--- src/hdl/tnon_pkg.sv ---
// Shared constants, codes and the descriptor type of the telnet option negotiator.
package tnon_pkg;

    // Telnet command codes
    localparam logic [7:0] C_IAC  = 8'd255;
    localparam logic [7:0] C_DONT = 8'd254;
    localparam logic [7:0] C_DO   = 8'd253;
    localparam logic [7:0] C_WONT = 8'd252;
    localparam logic [7:0] C_WILL = 8'd251;
    localparam logic [7:0] C_SB   = 8'd250;
    localparam logic [7:0] C_NOP  = 8'd241;
    localparam logic [7:0] C_SE   = 8'd240;

    // Option codes
    localparam logic [7:0] OPT_ECHO   = 8'd1;
    localparam logic [7:0] OPT_SGA    = 8'd3;
    localparam logic [7:0] OPT_LOGOUT = 8'd18;

    // Special data bytes
    localparam logic [7:0] CH_NUL = 8'd0;
    localparam logic [7:0] CH_EOT = 8'd4;
    localparam logic [7:0] CH_TAB = 8'd9;
    localparam logic [7:0] CH_VT  = 8'd11;

    // Input function codes
    localparam logic [1:0] FUNC_BYTE = 2'd0;
    localparam logic [1:0] FUNC_TICK = 2'd1;
    localparam logic [1:0] FUNC_SENT = 2'd2;
    localparam logic [1:0] FUNC_NONE = 2'd3;

    // Result kind codes
    localparam logic [1:0] KIND_DATA = 2'd0;
    localparam logic [1:0] KIND_SEND = 2'd1;
    localparam logic [1:0] KIND_END  = 2'd2;

    localparam logic [15:0] KEEPALIVE_RST = 16'd1000;
    localparam logic [15:0] IDLE_MAX      = 16'hFFFF;

    // Queue between front and back
    localparam int QUEUE_DEPTH = 4;
    localparam int QUEUE_AW    = $clog2(QUEUE_DEPTH);

    // Work for the back end: which result sequence to play out
    typedef enum logic [2:0] {
        OP_DATA,       // one data byte to the shell (byte in opt)
        OP_SEND3,      // IAC cmd opt
        OP_SEND3_END,  // IAC cmd opt, then session end
        OP_END,        // session end only
        OP_NOP         // IAC NOP keepalive
    } t_op;

    typedef struct packed {
        t_op        op;
        logic [7:0] cmd;
        logic [7:0] opt;
        logic       echo;
    } t_desc;

endpackage

--- src/hdl/tnon_front.sv ---
// Front end: accepts input words, runs the telnet parser and queues result work.
module tnon_front (
    input  logic             i_clk,
    input  logic             i_rst_n,
    input  logic             i_valid,
    input  logic [1:0]       i_func,
    input  logic [7:0]       i_byte,
    input  logic             i_cfg_valid,
    input  logic [15:0]      i_cfg_data,
    input  logic             i_full,
    output logic             o_ready,
    output logic             o_push,
    output tnon_pkg::t_desc  o_desc
);
    import tnon_pkg::*;

    typedef enum logic [2:0] {
        PS_DATA, PS_IAC, PS_DO, PS_DONT, PS_WILL, PS_WONT, PS_SB
    } t_pstate;

    t_pstate     r_state, n_state;
    logic        r_echo, n_echo;
    logic [15:0] r_idle, n_idle;
    logic [15:0] r_keep;
    logic        accept;
    logic        check;
    logic        push;
    t_desc       desc;

    assign o_ready = !i_full;
    assign accept  = i_valid && o_ready;

    // Parser step
    always_comb begin
        n_state  = r_state;
        n_echo   = r_echo;
        n_idle   = r_idle;
        check    = 1'b0;
        push     = 1'b0;
        desc.op  = OP_DATA;
        desc.cmd = C_WILL;
        desc.opt = i_byte;
        if (accept) begin
            unique case (i_func)
                FUNC_TICK: begin
                    if (r_idle != IDLE_MAX) n_idle = r_idle + 16'd1;
                end
                FUNC_SENT: n_idle = '0;
                FUNC_BYTE: begin
                    check = 1'b1;
                    unique case (r_state)
                        PS_DATA: begin
                            if (i_byte == C_IAC) begin
                                n_state = PS_IAC;
                            end else if (i_byte == CH_NUL || i_byte == CH_TAB ||
                                         i_byte == CH_VT) begin
                                // dropped
                            end else if (i_byte == CH_EOT) begin
                                push     = 1'b1;
                                desc.op  = OP_SEND3_END;
                                desc.cmd = C_WILL;
                                desc.opt = OPT_LOGOUT;
                                n_idle   = '0;
                                check    = 1'b0;
                            end else begin
                                push  = 1'b1;
                                check = 1'b0;
                            end
                        end
                        PS_IAC: begin
                            n_state = PS_DATA;
                            if (i_byte == C_DO) n_state = PS_DO;
                            else if (i_byte == C_DONT) n_state = PS_DONT;
                            else if (i_byte == C_WILL) n_state = PS_WILL;
                            else if (i_byte == C_WONT) n_state = PS_WONT;
                            else if (i_byte == C_SB) n_state = PS_SB;
                            else if (i_byte == C_IAC) begin
                                push  = 1'b1;
                                check = 1'b0;
                            end
                        end
                        PS_DO: begin
                            n_state = PS_DATA;
                            push    = 1'b1;
                            desc.op = OP_SEND3;
                            n_idle  = '0;
                            check   = 1'b0;
                            if (i_byte == OPT_ECHO) begin
                                n_echo = 1'b1;
                            end else if (i_byte == OPT_SGA) begin
                                // plain WILL reply
                            end else if (i_byte == OPT_LOGOUT) begin
                                desc.op = OP_SEND3_END;
                            end else begin
                                desc.cmd = C_WONT;
                            end
                        end
                        PS_DONT: begin
                            n_state  = PS_DATA;
                            push     = 1'b1;
                            desc.op  = OP_SEND3;
                            desc.cmd = C_WONT;
                            n_idle   = '0;
                            check    = 1'b0;
                            if (i_byte == OPT_ECHO) n_echo = 1'b0;
                        end
                        PS_WILL, PS_WONT: n_state = PS_DATA;
                        PS_SB: begin
                            if (i_byte == C_SE) n_state = PS_DATA;
                        end
                        default: begin
                            n_state = PS_DATA;
                            push    = 1'b1;
                            desc.op = OP_END;
                            check   = 1'b0;
                        end
                    endcase
                    // Keepalive after a byte that produced no result
                    if (check && r_idle > r_keep) begin
                        push    = 1'b1;
                        desc.op = OP_NOP;
                        n_idle  = '0;
                    end
                end
                default: ;
            endcase
        end
        desc.echo = n_echo;
    end

    // State and config registers
    always_ff @(posedge i_clk) begin
        if (!i_rst_n) begin
            r_state <= PS_DATA;
            r_echo  <= 1'b0;
            r_idle  <= '0;
            r_keep  <= KEEPALIVE_RST;
        end else begin
            r_state <= n_state;
            r_echo  <= n_echo;
            r_idle  <= n_idle;
            if (i_cfg_valid) r_keep <= i_cfg_data;
        end
    end

    assign o_push = push;
    assign o_desc = desc;

endmodule

--- src/hdl/tnon_fifo.sv ---
// Short descriptor queue between parser front end and result back end.
module tnon_fifo (
    input  logic             i_clk,
    input  logic             i_rst_n,
    input  logic             i_push,
    input  tnon_pkg::t_desc  i_desc,
    input  logic             i_pop,
    output tnon_pkg::t_desc  o_desc,
    output logic             o_full,
    output logic             o_empty
);
    import tnon_pkg::*;

    localparam logic [QUEUE_AW:0] DEPTH_C = (QUEUE_AW + 1)'(QUEUE_DEPTH);

    t_desc               r_mem [QUEUE_DEPTH];
    logic [QUEUE_AW-1:0] r_wr;
    logic [QUEUE_AW-1:0] r_rd;
    logic [QUEUE_AW:0]   r_cnt;

    assign o_full  = (r_cnt == DEPTH_C);
    assign o_empty = (r_cnt == '0);
    assign o_desc  = r_mem[r_rd];

    // Storage
    always_ff @(posedge i_clk) begin
        if (i_push) r_mem[r_wr] <= i_desc;
    end

    // Pointers and fill count
    always_ff @(posedge i_clk) begin
        if (!i_rst_n) begin
            r_wr  <= '0;
            r_rd  <= '0;
            r_cnt <= '0;
        end else begin
            if (i_push) r_wr <= r_wr + 1'b1;
            if (i_pop)  r_rd <= r_rd + 1'b1;
            if (i_push && !i_pop)      r_cnt <= r_cnt + 1'b1;
            else if (!i_push && i_pop) r_cnt <= r_cnt - 1'b1;
        end
    end

`ifndef SYNTHESIS
    a_cnt_bound: assert property (@(posedge i_clk) disable iff (!i_rst_n)
        r_cnt <= DEPTH_C) else $error("queue count beyond depth");
    a_no_overflow: assert property (@(posedge i_clk) disable iff (!i_rst_n)
        i_push |-> !o_full) else $error("push into full queue");
    a_cnt_inc: assert property (@(posedge i_clk) disable iff (!i_rst_n)
        (i_push && !i_pop) |=> r_cnt == $past(r_cnt) + 1'b1)
        else $error("queue count did not follow push");
`endif

endmodule

--- src/hdl/tnon_back.sv ---
// Back end: plays queued descriptors out as result words through an output register.
module tnon_back (
    input  logic             i_clk,
    input  logic             i_rst_n,
    input  tnon_pkg::t_desc  i_desc,
    input  logic             i_empty,
    output logic             o_pop,
    output logic             o_valid,
    input  logic             i_ready,
    output logic [1:0]       o_kind,
    output logic [7:0]       o_byte,
    output logic             o_echo,
    output logic             o_last
);
    import tnon_pkg::*;

    logic [1:0] r_idx;
    logic       r_valid;
    logic [1:0] r_kind;
    logic [7:0] r_byte;
    logic       r_echo;
    logic       r_last;
    logic       load;
    logic [1:0] e_kind;
    logic [7:0] e_byte;
    logic       e_last;

    assign load  = !i_empty && (!r_valid || i_ready);
    assign o_pop = load && e_last;

    // Element selection for the current descriptor
    always_comb begin
        e_kind = KIND_SEND;
        e_byte = C_IAC;
        e_last = 1'b0;
        unique case (i_desc.op)
            OP_DATA: begin
                e_kind = KIND_DATA;
                e_byte = i_desc.opt;
                e_last = 1'b1;
            end
            OP_SEND3, OP_SEND3_END: begin
                unique case (r_idx)
                    2'd0: e_byte = C_IAC;
                    2'd1: e_byte = i_desc.cmd;
                    2'd2: begin
                        e_byte = i_desc.opt;
                        e_last = (i_desc.op == OP_SEND3);
                    end
                    default: begin
                        e_kind = KIND_END;
                        e_byte = '0;
                        e_last = 1'b1;
                    end
                endcase
            end
            OP_END: begin
                e_kind = KIND_END;
                e_byte = '0;
                e_last = 1'b1;
            end
            OP_NOP: begin
                e_byte = (r_idx == 2'd0) ? C_IAC : C_NOP;
                e_last = (r_idx != 2'd0);
            end
            default: begin
                e_kind = KIND_END;
                e_byte = '0;
                e_last = 1'b1;
            end
        endcase
    end

    // Output register and element counter
    always_ff @(posedge i_clk) begin
        if (!i_rst_n) begin
            r_valid <= 1'b0;
            r_idx   <= '0;
        end else if (load) begin
            r_valid <= 1'b1;
            r_idx   <= e_last ? 2'd0 : r_idx + 2'd1;
        end else if (i_ready) begin
            r_valid <= 1'b0;
        end
    end

    always_ff @(posedge i_clk) begin
        if (load) begin
            r_kind <= e_kind;
            r_byte <= e_byte;
            r_echo <= i_desc.echo;
            r_last <= e_last;
        end
    end

    assign o_valid = r_valid;
    assign o_kind  = r_kind;
    assign o_byte  = r_byte;
    assign o_echo  = r_echo;
    assign o_last  = r_last;

`ifndef SYNTHESIS
    a_mid_seq: assert property (@(posedge i_clk) disable iff (!i_rst_n)
        r_idx != 2'd0 |-> !i_empty) else $error("descriptor left mid sequence");
    a_end_word: assert property (@(posedge i_clk) disable iff (!i_rst_n)
        (r_valid && r_kind == KIND_END) |-> (r_byte == 8'd0 && r_last))
        else $error("bad session end word");
    a_not_last: assert property (@(posedge i_clk) disable iff (!i_rst_n)
        (r_valid && !r_last) |-> r_kind == KIND_SEND)
        else $error("non-final word is not a peer send");
`endif

endmodule

--- src/hdl/telnet_option_negotiator.sv ---
// Top level of the telnet option negotiator: front end, queue and back end.
// Usage:
//   Input stream (s): one word per event. tuser = func (tick, byte, other
//   traffic sent), tdata = received byte. Output stream (m): result words,
//   tuser = kind (shell data, byte to peer, session end), tdata = out byte
//   and echo flag, tlast marks the final word caused by one input word.
//   Config channel: writes the 16-bit keepalive threshold in milliseconds;
//   always ready, write only while no work is in flight.
// Timing:
//   The parser handles one input word per cycle while the queue is not full.
//   The first result of a word passes through the descriptor queue and the
//   output register before it appears on m. A word gives up to 4 results.
//   A four-entry descriptor queue lets input run ahead of a busy output.
// Reset and stall:
//   Reset (synchronous, active low) returns the parser to data state, clears
//   the echo flag and idle count, and loads a keepalive threshold of 1000.
//   When the receiver holds tready low, the output word holds, the queue fills
//   and s_tready drops once the queue is full.
module telnet_option_negotiator (
    input  logic        i_clk,
    input  logic        i_rst_n,
    input  logic        i_s_tvalid,
    output logic        o_s_tready,
    input  logic [7:0]  i_s_tdata,   // [7:0] byte_value
    input  logic [1:0]  i_s_tuser,   // [1:0] func
    output logic        o_m_tvalid,
    input  logic        i_m_tready,
    output logic [15:0] o_m_tdata,   // [7:0] out_byte, [8] echo_on, [15:9] zero
    output logic [1:0]  o_m_tuser,   // [1:0] kind
    output logic        o_m_tlast,
    input  logic        i_cfg_valid,
    output logic        o_cfg_ready,
    input  logic [15:0] i_cfg_data
);
    import tnon_pkg::*;

    logic       push;
    logic       pop;
    logic       full;
    logic       empty;
    t_desc      fr_desc;
    t_desc      q_desc;
    logic [7:0] out_byte;
    logic       echo_on;

    assign o_cfg_ready = 1'b1;

    tnon_front u_front (
        .i_clk       (i_clk),
        .i_rst_n     (i_rst_n),
        .i_valid     (i_s_tvalid),
        .i_func      (i_s_tuser),
        .i_byte      (i_s_tdata),
        .i_cfg_valid (i_cfg_valid),
        .i_cfg_data  (i_cfg_data),
        .i_full      (full),
        .o_ready     (o_s_tready),
        .o_push      (push),
        .o_desc      (fr_desc)
    );

    tnon_fifo u_fifo (
        .i_clk   (i_clk),
        .i_rst_n (i_rst_n),
        .i_push  (push),
        .i_desc  (fr_desc),
        .i_pop   (pop),
        .o_desc  (q_desc),
        .o_full  (full),
        .o_empty (empty)
    );

    tnon_back u_back (
        .i_clk   (i_clk),
        .i_rst_n (i_rst_n),
        .i_desc  (q_desc),
        .i_empty (empty),
        .o_pop   (pop),
        .o_valid (o_m_tvalid),
        .i_ready (i_m_tready),
        .o_kind  (o_m_tuser),
        .o_byte  (out_byte),
        .o_echo  (echo_on),
        .o_last  (o_m_tlast)
    );

    assign o_m_tdata = {7'd0, echo_on, out_byte};

endmodule
--- config.mk ---
export PLATFORM = sky130hd
export DESIGN_NAME = telnet_option_negotiator
export DESIGN_NICKNAME = d
export VERILOG_FILES = /design/src/hdl/tnon_pkg.sv /design/src/hdl/tnon_front.sv /design/src/hdl/tnon_fifo.sv /design/src/hdl/tnon_back.sv /design/src/hdl/telnet_option_negotiator.sv
export SDC_FILE = /design/constraint.sdc
export NUM_CORES = 1
export LEC_CHECK = 0
export BUFFER_PORTS_ARGS = -buffer_cell sky130_fd_sc_hd__buf_2
export CELL_PAD_IN_SITES_DETAIL_PLACEMENT = 0
export CELL_PAD_IN_SITES_GLOBAL_PLACEMENT = 1
export CORE_AREA = 2 2 122 124
export DETAILED_ROUTE_END_ITERATION = 12
export DIE_AREA = 0 0 124 126
export PLACE_DENSITY = 0.81
export REMOVE_ABC_BUFFERS = 1
export SLEW_MARGIN = 25
export SYNTH_ARGS = -nofsm -noshare
export SYNTH_HDL_FRONTEND = slang
export SYNTH_HIERARCHICAL = 1
export SYNTH_SLANG_ARGS = --single-unit
--- constraint.sdc ---
create_clock -name i_clk -period 3.5 [get_ports i_clk]
set_input_delay 0 -clock i_clk [delete_from_list [all_inputs] [get_ports i_clk]]
set_output_delay 0 -clock i_clk [all_outputs]
set_load 0.005 [all_outputs]
==> flow_metrics.env, run 1 <==
export IMPL_finalHoldViolations=0
export IMPL_cp_end_kind="register"
export IMPL_die_area_um2=15620
export IMPL_drc=0
export IMPL_first_pass_iters=5
export IMPL_fp_coreArea_um2=14310
export IMPL_grt_pass1_wl_mm=21.82
export IMPL_fin_nets=684
export IMPL_cts_htree_levels=4
export IMPL_final_max_slew_viol_count=0
export IMPL_period_needed_ps=3269
export IMPL_vias=4415
export IMPL_io_pins=53
export IMPL_fp_dieH_um=126
export IMPL_setup_viol=0
export IMPL_finish_instance_area_um2=7953
export IMPL_dpl_worst_slack_ps=167.8
export IMPL_async_flop_share_pct=0
export IMPL_critPathKind="register to register"
export IMPL_cts_root_buf="clkbuf_16"
export IMPL_cp_common_cell="inv_1"
export IMPL_cp_max_fo=7
export IMPL_synthFlopType="edfxtp_1"
export IMPL_setup_ws_ps=230.9
export IMPL_tightest_slew_ps=669.9
export IMPL_synth_seq_cells=140
export IMPL_yosysWarnings=6
export IMPL_dpl_hpwl_mm=8.639
export IMPL_cts_tree="yes"
export IMPL_synth_edf_count=92
export IMPL_cp_start_kind="register"
export IMPL_place_area_um2=7101
export IMPL_core_rowCount=44
export IMPL_drt_vias_per_instance=5.365
export IMPL_vdd_ir_drop_max_v=0.0003125
export IMPL_critPathSlowestCell="mux4_2"
export IMPL_gp_congestion=0.8332
export IMPL_die_x_um=124
export IMPL_areaGrowthSynthToFinish_pct=16.20
export IMPL_syn_inst=565
export IMPL_start_util_pct=47.81
export IMPL_grt_pass1_vias=4454
export IMPL_port_buffers=44
export IMPL_drive_above_1_share_pct=21.13
export IMPL_path_clk_slew_ps=60
export IMPL_clockBufferDepth=2
export IMPL_drt_total_wl_mm=12.94
export IMPL_critPathTopFamily="simple AND/OR/NAND/NOR gates"
export IMPL_synthDistinctLibCells=72
export IMPL_clkSinkCount=140
export IMPL_syn_area_um2=6844
export IMPL_finalCritPeriodShare_pct=93.40
export IMPL_critPathMaxStageDelay_ps=610
export IMPL_slew_limit_headroom_pct=55.29
export IMPL_fmax_mhz=305.9
export IMPL_outcome="complete, no violations"
export IMPL_leakagePower_nw=2.991
export IMPL_placedCellCount=768
export IMPL_track_usage_pct=18.18
export IMPL_utilization_pct=55.56
export IMPL_fin_tns_setup_ps=0
export IMPL_hp_class="primary input to register"
export IMPL_ys_seq_area_share_pct=54.41
export IMPL_critPathArrivalTime_ps=3600
export IMPL_max_cap_viol_count=0
export IMPL_crit_chain="mux4_2 > a21oi_1 > and4b_1 > nor4_1 > buf_4 > inv_1 > ha_1 > inv_1 > fa_1 > xor2_1 > or3_1 > a21boi_0"
export IMPL_cts_buffers=17
export IMPL_first_iter_violations=339
export IMPL_grt_overflow_total=0
export IMPL_whs_ps=16.36
export IMPL_p_per_area_nw_per_um2=603.4
export IMPL_layout_cells_non_filler=823
export IMPL_rsz0062_at_grt="no"
export IMPL_grt_max_degree=28
export IMPL_antenna_cells=0
export IMPL_cp_required_ps=3830
export IMPL_cts_setup_buffers=0
export IMPL_cp_num_buf_inv=3
export IMPL_worstSkewPairLatency_ps=420
export IMPL_antenna_found_initial=0
export IMPL_post_drt_wl_per_cell_um=15.72
export IMPL_fin_total_pwr_mw=4.799
export IMPL_synth_area_per_cell_um2=12.11
export IMPL_ant_nets=0
export IMPL_fin_skew_ps=7.337
final cells by class:
class,instances,area [um2]
well taps,184,230.2
multi-input cells,351,2718
clock buffers,18,439.2
flip-flops and latches,140,3724
fillers,1198,6361
clock inverters,14,170.2
repair buffers,77,525.5
inverters,39,146.4
sequential cells by signal, indices dropped and copies added (netlist names), named ones only:
signal	count
u_back/r_idx	2
u_fifo/r_rd	2
u_front/r_echo	1
u_fifo/r_mem	80
u_back/o_echo	1
u_fifo/r_cnt	3
u_front/r_idle	16
u_back/o_valid	1
u_back/o_last	1
u_back/o_kind	2
u_front/r_state	3
u_front/r_keep	16
u_fifo/r_wr	2
u_back/o_byte	8
cell usage after synthesis (3+ instances only):
cell type	number	area [um2]
nand2_1	53	198.9
a21oi_1	24	120.1
a21boi_0	4	30.03
buf_6	5	56.30
and3_1	4	25.02
a31oi_2	5	62.56
buf_2	6	30.03
ha_1	26	325.3
clkbuf_1	14	52.55
mux2i_1	13	130.1
o32ai_1	3	26.28
xor2_1	4	35.03
inv_1	39	146.4
mux4_2	20	450.4
nand4b_1	4	35.03
nand3_1	11	55.05
o221ai_1	5	43.79
nor4_1	3	18.77
nand2b_1	4	25.02
o211ai_1	9	67.56
nor3_1	8	40.04
and2_1	11	68.82
buf_4	16	120.1
nor2b_1	16	100.1
nand4_1	6	37.54
a31oi_1	5	31.28
dfxtp_1	48	960.9
or3_1	5	31.28
edfxtp_1	92	2763
o21ai_1	9	45.04
conb_1	3	11.26
nor2_1	29	108.9
o21ai_0	13	65.06
worst paths after layout:
path / slack [ps] / from / end / cells past startpoint
worst max-delay path: 230 / register / u_fifo/r_cnt[2] / 12
worst max register to register: 230 / register / u_fifo/r_cnt[2] / 12
worst min-delay path: 20 / i_s_tdata[4] / u_front/r_state[1] / 5
worst min register to register: 490 / u_front/r_keep[5] / u_front/r_keep[5] / 2
cells by family after synthesis:
family	count (synthesis)	synth area share, %
xor+xnor	6	0.7678
mux	34	8.647
simple gates	172	13.44
other cells	3	0.1645
compound gates	97	10.62
fa+ha+maj	29	5.338
flops	140	54.41
buf+inv	84	6.618
worst min-delay path, stage by stage:
cell and delay (ps):
buf_2 130, nand2_1 60, nor3_1 50, o21ai_0 70, a21boi_0 80
layer usage:
layer / track usage, % / share of wire [%] / vias up
li1: - / - / 2156
met1: 23.23 / 45 / 2138
met2: 29.48 / 49 / 107
met4: 6.543 / 1.4 / 0
met3: 5.254 / 4.3 / 14
met5: 0 / 0 / -
power breakdown:
| group | switching [mW] | internal [mW] | total (mW) | leakage (nW) |
|---|---|---|---|---|
| clock network | 0.746 | 1.10 | 1.84 | 0.295 |
| registers | 0.0625 | 1.94 | 2.01 | 1.24 |
| logic | 0.518 | 0.432 | 0.950 | 1.45 |
| total | 1.33 | 3.47 | 4.80 | 2.99 |
cells in the final DEF (no fill, tap or decap), types with 13 or more instances in the layout:
cell           instances
nor2_1                28
mux2i_1               13
clkbuf_16             17
dfxtp_1               48
inv_1                 39
nand2_1               53
conb_1                13
buf_2                 44
dlygate4sd3_1         23
nor2b_1               16
ha_1                  26
mux4_2                20
o21ai_0               13
a21oi_1               23
edfxtp_1              92
repair_timing:
| item | CTS | global route |
|---|---|---|
| gates resized for setup | 0 | 2 |
| endpoints found under the hold margin | 38 | 0 |
| hold buffers | 23 | 0 |
| setup endpoints to repair | 0 | 1 |
No activity file was read; power rests on OpenSTA's default activity.
==> inputs of run 2 (changes only) <==
--- a/config.mk
+++ b/config.mk
@@ -8,10 +8,10 @@
 export BUFFER_PORTS_ARGS = -buffer_cell sky130_fd_sc_hd__buf_2
 export CELL_PAD_IN_SITES_DETAIL_PLACEMENT = 0
 export CELL_PAD_IN_SITES_GLOBAL_PLACEMENT = 1
-export CORE_AREA = 2 2 122 124
+export CORE_AREA = 2 2 138 140
 export DETAILED_ROUTE_END_ITERATION = 12
-export DIE_AREA = 0 0 124 126
-export PLACE_DENSITY = 0.81
+export DIE_AREA = 0 0 140 142
+export PLACE_DENSITY_LB_ADDON = 0.15
 export REMOVE_ABC_BUFFERS = 1
 export SLEW_MARGIN = 25
 export SYNTH_ARGS = -nofsm -noshare
==> flow_metrics.env, run 2 (synthesized netlist as in run 1, its figures left out) <==
export IMPL_outcome="finished with violations"
export IMPL_violations="design-rule violations"
export IMPL_io_pins=53
export IMPL_dpl_hpwl_mm=9.484
export IMPL_cp_end_kind="register"
export IMPL_grt_pass1_vias=4229
export IMPL_grt_max_degree=32
export IMPL_antenna_found_initial=0
export IMPL_placedCellCount=822
export IMPL_largest_register_ffs=80
export IMPL_port_buffers=44
export IMPL_fin_skew_ps=10.48
export IMPL_final_common_cell="edfxtp_1"
export IMPL_cp_max_fo=5
export IMPL_first_iter_violations=311
export IMPL_leakagePower_nw=3.001
export IMPL_first_pass_iters=10
export IMPL_period_needed_ps=3250
export IMPL_utilization_pct=43.47
export IMPL_cts_htree_levels=4
export IMPL_grt_pass1_wl_mm=21.82
export IMPL_cp_num_buf_inv=1
export IMPL_critPathSlowestCell="fa_1"
export IMPL_dpl_worst_slack_ps=131.7
export IMPL_p_per_area_nw_per_um2=592.1
export IMPL_crit_chain="ha_1 > nand4_1 > nor4_2 > a211o_1 > nand3_1 > a21oi_2 > ha_1 > inv_1 > fa_1 > xor2_1 > or3_1 > a21boi_0"
export IMPL_multiInputGateArea_um2=2718
export IMPL_drive_above_1_share_pct=21.46
export IMPL_top_regs="u_fifo/r_mem (80), u_front/r_idle (16), u_front/r_keep (16)"
export IMPL_hp_class="primary input to register"
export IMPL_max_cap_viol_count=0
export IMPL_ant_nets=0
export IMPL_critPathTopFamily="adder cells"
export IMPL_setup_ws_ps=249.6
export IMPL_fillers=1699
export IMPL_drt_vias_per_instance=5.016
export IMPL_vias=4399
export IMPL_critPathMaxStageDelay_ps=420
export IMPL_post_drt_wl_per_cell_um=15.64
export IMPL_finalCritPeriodShare_pct=92.87
export IMPL_track_usage_pct=14.29
export IMPL_clockBufferDepth=2
export IMPL_rsz0062_at_grt="no"
export IMPL_register_area_um2=3724
export IMPL_drc=4
export IMPL_fin_tns_setup_ps=0
export IMPL_tightest_slew_ps=669.0
export IMPL_core_rowCount=50
export IMPL_critPathArrivalTime_ps=3590
export IMPL_layout_cells_non_filler=877
export IMPL_final_cell_mix="edfxtp_1, nand2_1, dfxtp_1"
export IMPL_antenna_cells=0
export IMPL_cp_common_cell="ha_1"
export IMPL_drt_total_wl_mm=13.72
export IMPL_grt_overflow_total=0
export IMPL_vdd_ir_drop_max_v=0.0003595
export IMPL_setup_viol=0
export IMPL_cts_tree="yes"
export IMPL_cts_root_buf="clkbuf_16"
export IMPL_fp_coreArea_um2=18460
export IMPL_fin_nets=688
export IMPL_start_util_pct=37.08
export IMPL_largest_register="u_fifo/r_mem"
export IMPL_worstSkewPairLatency_ps=420
export IMPL_slew_limit_headroom_pct=55.06
export IMPL_cp_required_ps=3840
export IMPL_die_x_um=140
export IMPL_clkSinkCount=140
export IMPL_fmax_mhz=307.7
export IMPL_die_area_um2=19880
export IMPL_areaGrowthSynthToFinish_pct=17.22
export IMPL_fp_dieH_um=142
export IMPL_cts_buffers=17
export IMPL_critPathKind="register to register"
export IMPL_finalHoldViolations=0
export IMPL_gp_congestion=0.8158
export IMPL_cp_start_kind="register"
export IMPL_path_clk_slew_ps=60
export IMPL_final_max_slew_viol_count=0
## run 2: cell types whose count changed in the layout (fill, tap and decap cells not counted), sizes merged
cell / delta
buf: +4
clkinv: +4
inv: -4
## run 2: final cells by class
type,count,share of cell area (%)
multi-input cells,351,33.87
inverters,39,1.825
flip-flops and latches,140,46.41
repair buffers,81,6.925
clock inverters,14,1.965
well taps,234,3.649
clock buffers,18,5.349
## run 2: worst register-to-register path, stage by stage, from the launching register on
cell and delay (ps):
dfxtp_1 380, ha_1 330, nand4_1 170, nor4_2 380
a211o_1 230, nand3_1 120, a21oi_2 250, ha_1 220
inv_1 60, fa_1 420, xor2_1 170, or3_1 290
a21boi_0 160
## run 2: worst paths after layout
kind / start / end / slack, ps / cells past startpoint
worst max-delay path: u_front/r_idle[14] / u_fifo/r_cnt[2] / 250 / 12
worst max register to register: u_front/r_idle[14] / u_fifo/r_cnt[2] / 250 / 12
worst min-delay path: i_s_tdata[4] / u_front/r_state[1] / 30 / 5
worst min register to register: u_front/r_keep[3] / u_front/r_keep[3] / 480 / 2
## run 2: power by group
part	internal [mW]	leakage [nW]	switching, mW
clock network	1.06	0.284	0.714
logic	0.444	1.47	0.523
registers	1.94	1.24	0.0640
## run 2: layer usage
| metal | vias to the layer above | wire length (um) | global-route usage (%) |
|---|---|---|---|
| met4 | 0 | 184 | 5.316 |
| li1 | 2167 | - | - |
| met2 | 90 | 6234 | 21.75 |
| met1 | 2127 | 6821 | 20.12 |
| met5 | - | 0 | 0 |
| met3 | 15 | 479 | 3.230 |
## run 2: per-stage QoR
step                cell area (um2)  hold slack [ps]  total power [mW]
floorplan                      6575            98.64             2.649
global placement               7193            216.8             2.989
detailed placement             7193            230.1             2.998
CTS                            8010            13.92             4.807
global route                   8023            52.61             4.983
finish                         8023            34.07             4.751
## run 2: timing repair
item | in CTS | in global routing
hold endpoints to repair | 38 | 0
setup buffers | 0 | 0
gates resized for setup | 0 | 2
hold buffers | 23 | 0
setup endpoints to repair | 0 | 1
